--- config.mk ---
export PLATFORM = sky130hd
export DESIGN_NAME = aes_key_exp
export DESIGN_NICKNAME = d
export VERILOG_FILES = /design/src/aes_pkg.sv /design/src/aes_key_exp.sv
export SDC_FILE = /design/constraint.sdc
export NUM_CORES = 2
export LEC_CHECK = 0
export BUFFER_PORTS_ARGS = -buffer_cell sky130_fd_sc_hd__buf_4
export CAP_MARGIN = 5
export CELL_PAD_IN_SITES_DETAIL_PLACEMENT = 1
export CELL_PAD_IN_SITES_GLOBAL_PLACEMENT = 1
export CORE_AREA = 5 5 485 487
export CTS_CLUSTER_DIAMETER = 60
export CTS_CLUSTER_SIZE = 20
export DETAILED_ROUTE_END_ITERATION = 10
export DIE_AREA = 0 0 490 492
export PLACE_DENSITY_LB_ADDON = 0.1
export SYNTH_ARGS = -nofsm -noshare
export SYNTH_HDL_FRONTEND = slang
export SYNTH_SLANG_ARGS = --single-unit
--- constraint.sdc ---
create_clock -name clk -period 23.8 [get_ports clk]
set_input_delay 4.76 -clock clk [delete_from_list [all_inputs] [get_ports clk]]
set_output_delay 4.76 -clock clk [all_outputs]
set_load 0.02 [all_outputs]
--- src/aes_pkg.sv ---
// Shared types, S-box tables and round functions for the AES-128 CBC cipher.
package aes_pkg;

  localparam int NumRounds = 10;
  localparam int RkDepth   = 2 * (NumRounds + 1);
  localparam int RkAddrW   = 5;
  localparam int RoundW    = 4;

  localparam logic [2:0] CfgMode  = 3'd0;
  localparam logic [2:0] CfgKeyHi = 3'd1;
  localparam logic [2:0] CfgKeyLo = 3'd2;
  localparam logic [2:0] CfgIvHi  = 3'd3;
  localparam logic [2:0] CfgIvLo  = 3'd4;

  typedef struct packed {
    logic [63:0] block_hi;
    logic [63:0] block_lo;
    logic        chain_start;
  } in_item_t;

  typedef struct packed {
    logic [63:0] result_hi;
    logic [63:0] result_lo;
  } out_item_t;

  typedef struct packed {
    logic [2:0]  index;
    logic [63:0] data;
  } cfg_req_t;

  // Control from the sequencer to the round datapath.
  typedef struct packed {
    logic              load;
    logic              step;
    logic              last;
    logic              decrypt;
  } rnd_ctrl_t;

  function automatic logic [7:0] sbox(input logic [7:0] x);
    logic [7:0] t [256];
    t = '{
      8'h63,8'h7C,8'h77,8'h7B,8'hF2,8'h6B,8'h6F,8'hC5,8'h30,8'h01,8'h67,8'h2B,8'hFE,8'hD7,8'hAB,8'h76,
      8'hCA,8'h82,8'hC9,8'h7D,8'hFA,8'h59,8'h47,8'hF0,8'hAD,8'hD4,8'hA2,8'hAF,8'h9C,8'hA4,8'h72,8'hC0,
      8'hB7,8'hFD,8'h93,8'h26,8'h36,8'h3F,8'hF7,8'hCC,8'h34,8'hA5,8'hE5,8'hF1,8'h71,8'hD8,8'h31,8'h15,
      8'h04,8'hC7,8'h23,8'hC3,8'h18,8'h96,8'h05,8'h9A,8'h07,8'h12,8'h80,8'hE2,8'hEB,8'h27,8'hB2,8'h75,
      8'h09,8'h83,8'h2C,8'h1A,8'h1B,8'h6E,8'h5A,8'hA0,8'h52,8'h3B,8'hD6,8'hB3,8'h29,8'hE3,8'h2F,8'h84,
      8'h53,8'hD1,8'h00,8'hED,8'h20,8'hFC,8'hB1,8'h5B,8'h6A,8'hCB,8'hBE,8'h39,8'h4A,8'h4C,8'h58,8'hCF,
      8'hD0,8'hEF,8'hAA,8'hFB,8'h43,8'h4D,8'h33,8'h85,8'h45,8'hF9,8'h02,8'h7F,8'h50,8'h3C,8'h9F,8'hA8,
      8'h51,8'hA3,8'h40,8'h8F,8'h92,8'h9D,8'h38,8'hF5,8'hBC,8'hB6,8'hDA,8'h21,8'h10,8'hFF,8'hF3,8'hD2,
      8'hCD,8'h0C,8'h13,8'hEC,8'h5F,8'h97,8'h44,8'h17,8'hC4,8'hA7,8'h7E,8'h3D,8'h64,8'h5D,8'h19,8'h73,
      8'h60,8'h81,8'h4F,8'hDC,8'h22,8'h2A,8'h90,8'h88,8'h46,8'hEE,8'hB8,8'h14,8'hDE,8'h5E,8'h0B,8'hDB,
      8'hE0,8'h32,8'h3A,8'h0A,8'h49,8'h06,8'h24,8'h5C,8'hC2,8'hD3,8'hAC,8'h62,8'h91,8'h95,8'hE4,8'h79,
      8'hE7,8'hC8,8'h37,8'h6D,8'h8D,8'hD5,8'h4E,8'hA9,8'h6C,8'h56,8'hF4,8'hEA,8'h65,8'h7A,8'hAE,8'h08,
      8'hBA,8'h78,8'h25,8'h2E,8'h1C,8'hA6,8'hB4,8'hC6,8'hE8,8'hDD,8'h74,8'h1F,8'h4B,8'hBD,8'h8B,8'h8A,
      8'h70,8'h3E,8'hB5,8'h66,8'h48,8'h03,8'hF6,8'h0E,8'h61,8'h35,8'h57,8'hB9,8'h86,8'hC1,8'h1D,8'h9E,
      8'hE1,8'hF8,8'h98,8'h11,8'h69,8'hD9,8'h8E,8'h94,8'h9B,8'h1E,8'h87,8'hE9,8'hCE,8'h55,8'h28,8'hDF,
      8'h8C,8'hA1,8'h89,8'h0D,8'hBF,8'hE6,8'h42,8'h68,8'h41,8'h99,8'h2D,8'h0F,8'hB0,8'h54,8'hBB,8'h16};
    return t[x];
  endfunction

  function automatic logic [7:0] inv_sbox(input logic [7:0] x);
    logic [7:0] t [256];
    t = '{
      8'h52,8'h09,8'h6A,8'hD5,8'h30,8'h36,8'hA5,8'h38,8'hBF,8'h40,8'hA3,8'h9E,8'h81,8'hF3,8'hD7,8'hFB,
      8'h7C,8'hE3,8'h39,8'h82,8'h9B,8'h2F,8'hFF,8'h87,8'h34,8'h8E,8'h43,8'h44,8'hC4,8'hDE,8'hE9,8'hCB,
      8'h54,8'h7B,8'h94,8'h32,8'hA6,8'hC2,8'h23,8'h3D,8'hEE,8'h4C,8'h95,8'h0B,8'h42,8'hFA,8'hC3,8'h4E,
      8'h08,8'h2E,8'hA1,8'h66,8'h28,8'hD9,8'h24,8'hB2,8'h76,8'h5B,8'hA2,8'h49,8'h6D,8'h8B,8'hD1,8'h25,
      8'h72,8'hF8,8'hF6,8'h64,8'h86,8'h68,8'h98,8'h16,8'hD4,8'hA4,8'h5C,8'hCC,8'h5D,8'h65,8'hB6,8'h92,
      8'h6C,8'h70,8'h48,8'h50,8'hFD,8'hED,8'hB9,8'hDA,8'h5E,8'h15,8'h46,8'h57,8'hA7,8'h8D,8'h9D,8'h84,
      8'h90,8'hD8,8'hAB,8'h00,8'h8C,8'hBC,8'hD3,8'h0A,8'hF7,8'hE4,8'h58,8'h05,8'hB8,8'hB3,8'h45,8'h06,
      8'hD0,8'h2C,8'h1E,8'h8F,8'hCA,8'h3F,8'h0F,8'h02,8'hC1,8'hAF,8'hBD,8'h03,8'h01,8'h13,8'h8A,8'h6B,
      8'h3A,8'h91,8'h11,8'h41,8'h4F,8'h67,8'hDC,8'hEA,8'h97,8'hF2,8'hCF,8'hCE,8'hF0,8'hB4,8'hE6,8'h73,
      8'h96,8'hAC,8'h74,8'h22,8'hE7,8'hAD,8'h35,8'h85,8'hE2,8'hF9,8'h37,8'hE8,8'h1C,8'h75,8'hDF,8'h6E,
      8'h47,8'hF1,8'h1A,8'h71,8'h1D,8'h29,8'hC5,8'h89,8'h6F,8'hB7,8'h62,8'h0E,8'hAA,8'h18,8'hBE,8'h1B,
      8'hFC,8'h56,8'h3E,8'h4B,8'hC6,8'hD2,8'h79,8'h20,8'h9A,8'hDB,8'hC0,8'hFE,8'h78,8'hCD,8'h5A,8'hF4,
      8'h1F,8'hDD,8'hA8,8'h33,8'h88,8'h07,8'hC7,8'h31,8'hB1,8'h12,8'h10,8'h59,8'h27,8'h80,8'hEC,8'h5F,
      8'h60,8'h51,8'h7F,8'hA9,8'h19,8'hB5,8'h4A,8'h0D,8'h2D,8'hE5,8'h7A,8'h9F,8'h93,8'hC9,8'h9C,8'hEF,
      8'hA0,8'hE0,8'h3B,8'h4D,8'hAE,8'h2A,8'hF5,8'hB0,8'hC8,8'hEB,8'hBB,8'h3C,8'h83,8'h53,8'h99,8'h61,
      8'h17,8'h2B,8'h04,8'h7E,8'hBA,8'h77,8'hD6,8'h26,8'hE1,8'h69,8'h14,8'h63,8'h55,8'h21,8'h0C,8'h7D};
    return t[x];
  endfunction

  function automatic logic [7:0] xt(input logic [7:0] x);
    return {x[6:0], 1'b0} ^ (x[7] ? 8'h1B : 8'h00);
  endfunction

  // Byte k of a 128-bit state, byte 0 in the top bits.
  function automatic logic [7:0] get_byte(input logic [127:0] s, input int k);
    return s[127 - 8 * k -: 8];
  endfunction

  // One forward round without the key addition; the last round leaves out the mix.
  function automatic logic [127:0] enc_round(input logic [127:0] s, input logic last);
    logic [127:0] sr;
    logic [127:0] mc;
    logic [7:0]   a0, a1, a2, a3;
    for (int c = 0; c < 4; c++) begin
      for (int r = 0; r < 4; r++) begin
        sr[127 - 8 * (4 * c + r) -: 8] = sbox(get_byte(s, 4 * ((c + r) % 4) + r));
      end
    end
    for (int c = 0; c < 4; c++) begin
      a0 = get_byte(sr, 4 * c);
      a1 = get_byte(sr, 4 * c + 1);
      a2 = get_byte(sr, 4 * c + 2);
      a3 = get_byte(sr, 4 * c + 3);
      mc[127 - 8 * (4 * c) -: 8]     = xt(a0) ^ xt(a1) ^ a1 ^ a2 ^ a3;
      mc[127 - 8 * (4 * c + 1) -: 8] = a0 ^ xt(a1) ^ xt(a2) ^ a2 ^ a3;
      mc[127 - 8 * (4 * c + 2) -: 8] = a0 ^ a1 ^ xt(a2) ^ xt(a3) ^ a3;
      mc[127 - 8 * (4 * c + 3) -: 8] = xt(a0) ^ a0 ^ a1 ^ a2 ^ xt(a3);
    end
    return last ? sr : mc;
  endfunction

  function automatic logic [7:0] gmul(input logic [7:0] a, input logic [3:0] m);
    logic [7:0] a2, a4, a8;
    a2 = xt(a);
    a4 = xt(a2);
    a8 = xt(a4);
    return (m[0] ? a : 8'h00) ^ (m[1] ? a2 : 8'h00) ^ (m[2] ? a4 : 8'h00) ^
           (m[3] ? a8 : 8'h00);
  endfunction

  function automatic logic [127:0] inv_mix(input logic [127:0] s);
    logic [127:0] mc;
    logic [7:0]   a0, a1, a2, a3;
    for (int c = 0; c < 4; c++) begin
      a0 = get_byte(s, 4 * c);
      a1 = get_byte(s, 4 * c + 1);
      a2 = get_byte(s, 4 * c + 2);
      a3 = get_byte(s, 4 * c + 3);
      mc[127 - 8 * (4 * c) -: 8] =
        gmul(a0, 4'd14) ^ gmul(a1, 4'd11) ^ gmul(a2, 4'd13) ^ gmul(a3, 4'd9);
      mc[127 - 8 * (4 * c + 1) -: 8] =
        gmul(a0, 4'd9) ^ gmul(a1, 4'd14) ^ gmul(a2, 4'd11) ^ gmul(a3, 4'd13);
      mc[127 - 8 * (4 * c + 2) -: 8] =
        gmul(a0, 4'd13) ^ gmul(a1, 4'd9) ^ gmul(a2, 4'd14) ^ gmul(a3, 4'd11);
      mc[127 - 8 * (4 * c + 3) -: 8] =
        gmul(a0, 4'd11) ^ gmul(a1, 4'd13) ^ gmul(a2, 4'd9) ^ gmul(a3, 4'd14);
    end
    return mc;
  endfunction

  // Inverse shift and substitution.
  function automatic logic [127:0] inv_sub_shift(input logic [127:0] s);
    logic [127:0] o;
    for (int c = 0; c < 4; c++) begin
      for (int r = 0; r < 4; r++) begin
        o[127 - 8 * (4 * c + r) -: 8] = inv_sbox(get_byte(s, 4 * ((c + 4 - r) % 4) + r));
      end
    end
    return o;
  endfunction

endpackage

--- src/aes_key_exp.sv ---
// Round key expansion: one 128-bit round key per cycle into the key store.
module aes_key_exp (
  input  logic                         clk,
  input  logic                         rst,
  input  logic                         start,
  input  logic [127:0]                 key,
  input  logic [aes_pkg::RoundW-1:0]   rd_round,
  output logic [127:0]                 rd_key,
  output logic                         busy
);

  logic [127:0]               cur;
  logic [7:0]                 rc;
  logic [aes_pkg::RoundW-1:0] cnt;
  logic [127:0]               nxt;
  logic [31:0]                t;
  logic [31:0]                w0, w1, w2, w3;
  logic [63:0]                store [aes_pkg::RkDepth];
  logic [aes_pkg::RkAddrW-1:0] wa;
  logic [aes_pkg::RkAddrW-1:0] ra;

  // Next round key from the current one.
  always_comb begin
    t  = {aes_pkg::sbox(cur[23:16]) ^ rc, aes_pkg::sbox(cur[15:8]),
          aes_pkg::sbox(cur[7:0]), aes_pkg::sbox(cur[31:24])};
    w0 = cur[127:96] ^ t;
    w1 = cur[95:64] ^ w0;
    w2 = cur[63:32] ^ w1;
    w3 = cur[31:0] ^ w2;
    nxt = {w0, w1, w2, w3};
  end

  // Sequencing of the eleven round keys; round 0 is written at start.
  always_ff @(posedge clk) begin
    if (rst) begin
      busy <= 1'b0;
      cnt  <= '0;
    end else if (start) begin
      busy <= 1'b1;
      cnt  <= aes_pkg::RoundW'(1);
      cur  <= key;
      rc   <= 8'h01;
    end else if (busy) begin
      cur <= nxt;
      rc  <= aes_pkg::xt(rc);
      cnt <= cnt + 1'b1;
      if (cnt == aes_pkg::RoundW'(aes_pkg::NumRounds)) begin
        busy <= 1'b0;
      end
    end
  end

  // Store, two 64-bit entries per round, written in two halves per cycle.
  assign wa = {cnt, 1'b0};
  assign ra = {rd_round, 1'b0};
  always_ff @(posedge clk) begin
    if (start) begin
      store[0] <= key[127:64];
      store[1] <= key[63:0];
    end else if (busy) begin
      store[wa]        <= nxt[127:64];
      store[wa | 5'd1] <= nxt[63:0];
    end
    rd_key <= {store[ra], store[ra | 5'd1]};
  end

endmodule

==> flow_summary.json <==
{
  "post_cts_resized": 0,
  "nets": 5743,
  "fin_util": 0.387,
  "multi_input_area_sq_um": 28800,
  "fmax_mhz": 117,
  "fp-row-count": 177,
  "finClkSkew_ps": 40.7,
  "cellPowerDensity_nw_per_um2": 96.5,
  "max_cap_violations": 0,
  "synth_top_flop_cell": "edfxtp_1",
  "fin_crit_ps": 8520,
  "critPathMaxFanout": 53,
  "ys_seq_area_frac": 0.612,
  "fin_setup_tns_ps": 0,
  "synth-edff-count": 1544,
  "fin_cells": 8697,
  "synth.most_common_cell": "edfxtp_1",
  "hp-class": "flip-flop to flip-flop",
  "seqPwrFrac": 0.414,
  "gp_congestion": 0.933,
  "dp.cells": 8467,
  "slew_viol_final": 0,
  "register_area_sq_um": 49000,
  "ctsHoldBuffers": 0,
  "grtUsageTotal": 0.234,
  "relSlewSlack": 0.152,
  "postSynthCellCount": 5471,
  "synth_area_leaders": "edfxtp_1 (58%), mux4_2 (12%), dfxtp_1 (3.3%)",
  "grt_overflow": 0,
  "yosysTopAreaCell": "edfxtp_1",
  "avgSynthCellArea_sq_um": 14.6,
  "grt_setup_unrepaired": "no",
  "peakVddDrop_mv": 0.0701,
  "area_growth_syn_to_layout_pct": 11.6,
  "cts.clk_slew.worst_paths_ps": 80,
  "synth_cell_types": 112,
  "grt_pass1_wl_um": 410000,
  "die_w_um": 490,
  "power.share.clock": 0.251,
  "cts_tree": "built",
  "place_hpwl_um": 189000,
  "status": "complete, no violations",
  "viasPerCell": 5.91,
  "wirelength_um": 291000,
  "synth.top_cell.area_share": 0.579,
  "design_area_sq_um": 89400,
  "cts-root-buf": "clkbuf_16",
  "cts.sinks": 1677,
  "p_leak_nw": 29.1,
  "finalHoldViolations": 0,
  "clockBufferDepth": 3,
  "portBuffers": 263,
  "drtIter0Drc": 5409,
  "netlist_area_sq_um": 80100,
  "drc": 0,
  "antenna_found_initial": 27,
  "wl_per_cell_um": 33.5,
  "fillers": 23343,
  "comb_power_share": 0.335,
  "intPower_mw": 5.44,
  "fp.dieArea_sq_um": 241000,
  "core_area_sq_um": 231000,
  "ant_nets": 0,
  "arrival_ps": 8950,
  "io_pins": 264,
  "post_dp_cell_area_sq_um": 85300,
  "p_switching_mw": 3.19,
  "critical_path_class": "input pin to flip-flop",
  "drive_gt1_frac": 0.240,
  "min_period_over_period": 0.358,
  "die_h_um": 492,
  "num_vias": 51388,
  "clk_latency_ps": 800,
  "synth-seq-cells": 1677,
  "grt_pass1_vias": 52078,
  "cts_buffers": 120,
  "synth_common_cells": "edfxtp_1 (1544), mux4_2 (422), nand2_1 (384), o21ai_0 (295), clkbuf_1 (270)",
  "syn-num-nets": 5668,
  "synth_warnings": 0,
  "grt_max_degree": 141,
  "drtPass1Iterations": 6,
  "worst_pin_slew_ps": 1260,
  "cp-start-kind": "input pin",
  "end_kind": "flip-flop",
  "cp.required_ps": 24230,
  "setup_violations": 0,
  "start_util": 0.347,
  "h-tree-depth": 3,
  "postCtsSetupBuffers": 0,
  "synthArstFlopShare": 0,
  "p_sw_frac": 0.369
}
==> final cells by class <==
cell class                 count  area share
timing repair buffer         431      0.0383
clock inverter                78      0.0101
sequential                  1677       0.549
multi-input combinational   3258       0.323
antenna                       10    0.000280
tap                         3043      0.0426
inverter                      58     0.00246
clock buffer                 142      0.0350
==> cells by family after synthesis <==
| kind of cell | synth area share |
|---|---|
| DFF | 0.612 |
| and+or+nand+nor | 0.0770 |
| AOI/OAI and AO/OA | 0.0944 |
| muxes | 0.155 |
| buffers and inverters | 0.0295 |
| xor gates and xnor gates | 0.0227 |
| adders and majority gates | 0.00968 |
==> power by group through the flow <==
stage,Clock [mW],Sequential (mW),Combinational (mW)
floorplan,0,3.63,1.72
global placement,0,3.64,2.86
detailed placement,0,3.64,2.87
CTS,2.22,3.58,2.88
global route,2.34,3.58,3.05
finish,2.16,3.57,2.89
==> registers in the layout, indices dropped and copies added (netlist names) <==
| signal | count |
|---|---|
| cnt | 4 |
| rc | 8 |
| cur | 128 |
| busy | 1 |
| rd_key | 128 |
| store | 1408 |
==> layer usage <==
metal	global-route usage	vias up	part of all wire
met3	0.0308	375	0.053
met2	0.380	1679	0.47
met1	0.328	27504	0.44
li1	-	21820	-
met4	0.0774	10	0.034
met5	0	-	0.00025
==> worst paths after layout <==
path                                    start       endpoint  slack, ps  depth (start not counted)
worst min-delay path            store[10][72]      rd_key[8]        550                          1
worst max-delay path                    start  store[1][109]      15280                          8
worst max register to register         cur[1]   store[0][79]      17570                         13
worst min register to register  store[10][72]      rd_key[8]        550                          1
==> per-stage QoR <==
step           setup WS [ps]  hold slack (ps)  total power, mW
2_1_floorplan           5200              533             5.34
3_3_place_gp           14420              539             6.50
3_5_place_dp           14400              542             6.51
4_1_cts                15280              555             8.68
5_1_grt                15040              563             8.97
6_report               15280              553             8.63
==> critical path, cell delays in order <==
cell and delay (ps):
buf_6 210, inv_4 460, nand2_4 400, or3_1 600, nor3_2 190, buf_4 610
buf_4 700, buf_4 730
==> cells in the final DEF (no fill, tap or decap), types with 35 or more instances in the layout <==
| cell | netlist | routed |
|---|---|---|
| o211ai_1 | 56 | 56 |
| buf_4 | 22 | 414 |
| dfxtp_1 | 133 | 133 |
| nor2_1 | 202 | 198 |
| xnor2_1 | 100 | 100 |
| xor2_1 | 68 | 68 |
| clkbuf_16 | 0 | 120 |
| mux2i_1 | 51 | 51 |
| a211oi_1 | 54 | 54 |
| o21ai_0 | 295 | 271 |
| a311oi_1 | 39 | 38 |
| nor2b_1 | 92 | 91 |
| nand4_1 | 35 | 35 |
| mux4_2 | 422 | 422 |
| nand2_1 | 384 | 382 |
| and2_1 | 39 | 39 |
| edfxtp_1 | 1544 | 1544 |
| a21oi_1 | 179 | 179 |
| inv_1 | 51 | 50 |
| a31oi_1 | 53 | 52 |
| ha_1 | 62 | 62 |
| nor3_1 | 77 | 75 |
| o311ai_0 | 48 | 48 |
| nand2b_1 | 112 | 112 |
| nand3_1 | 103 | 103 |
| mux2_2 | 207 | 207 |
Note: power is estimated with default switching activity, not from simulation.
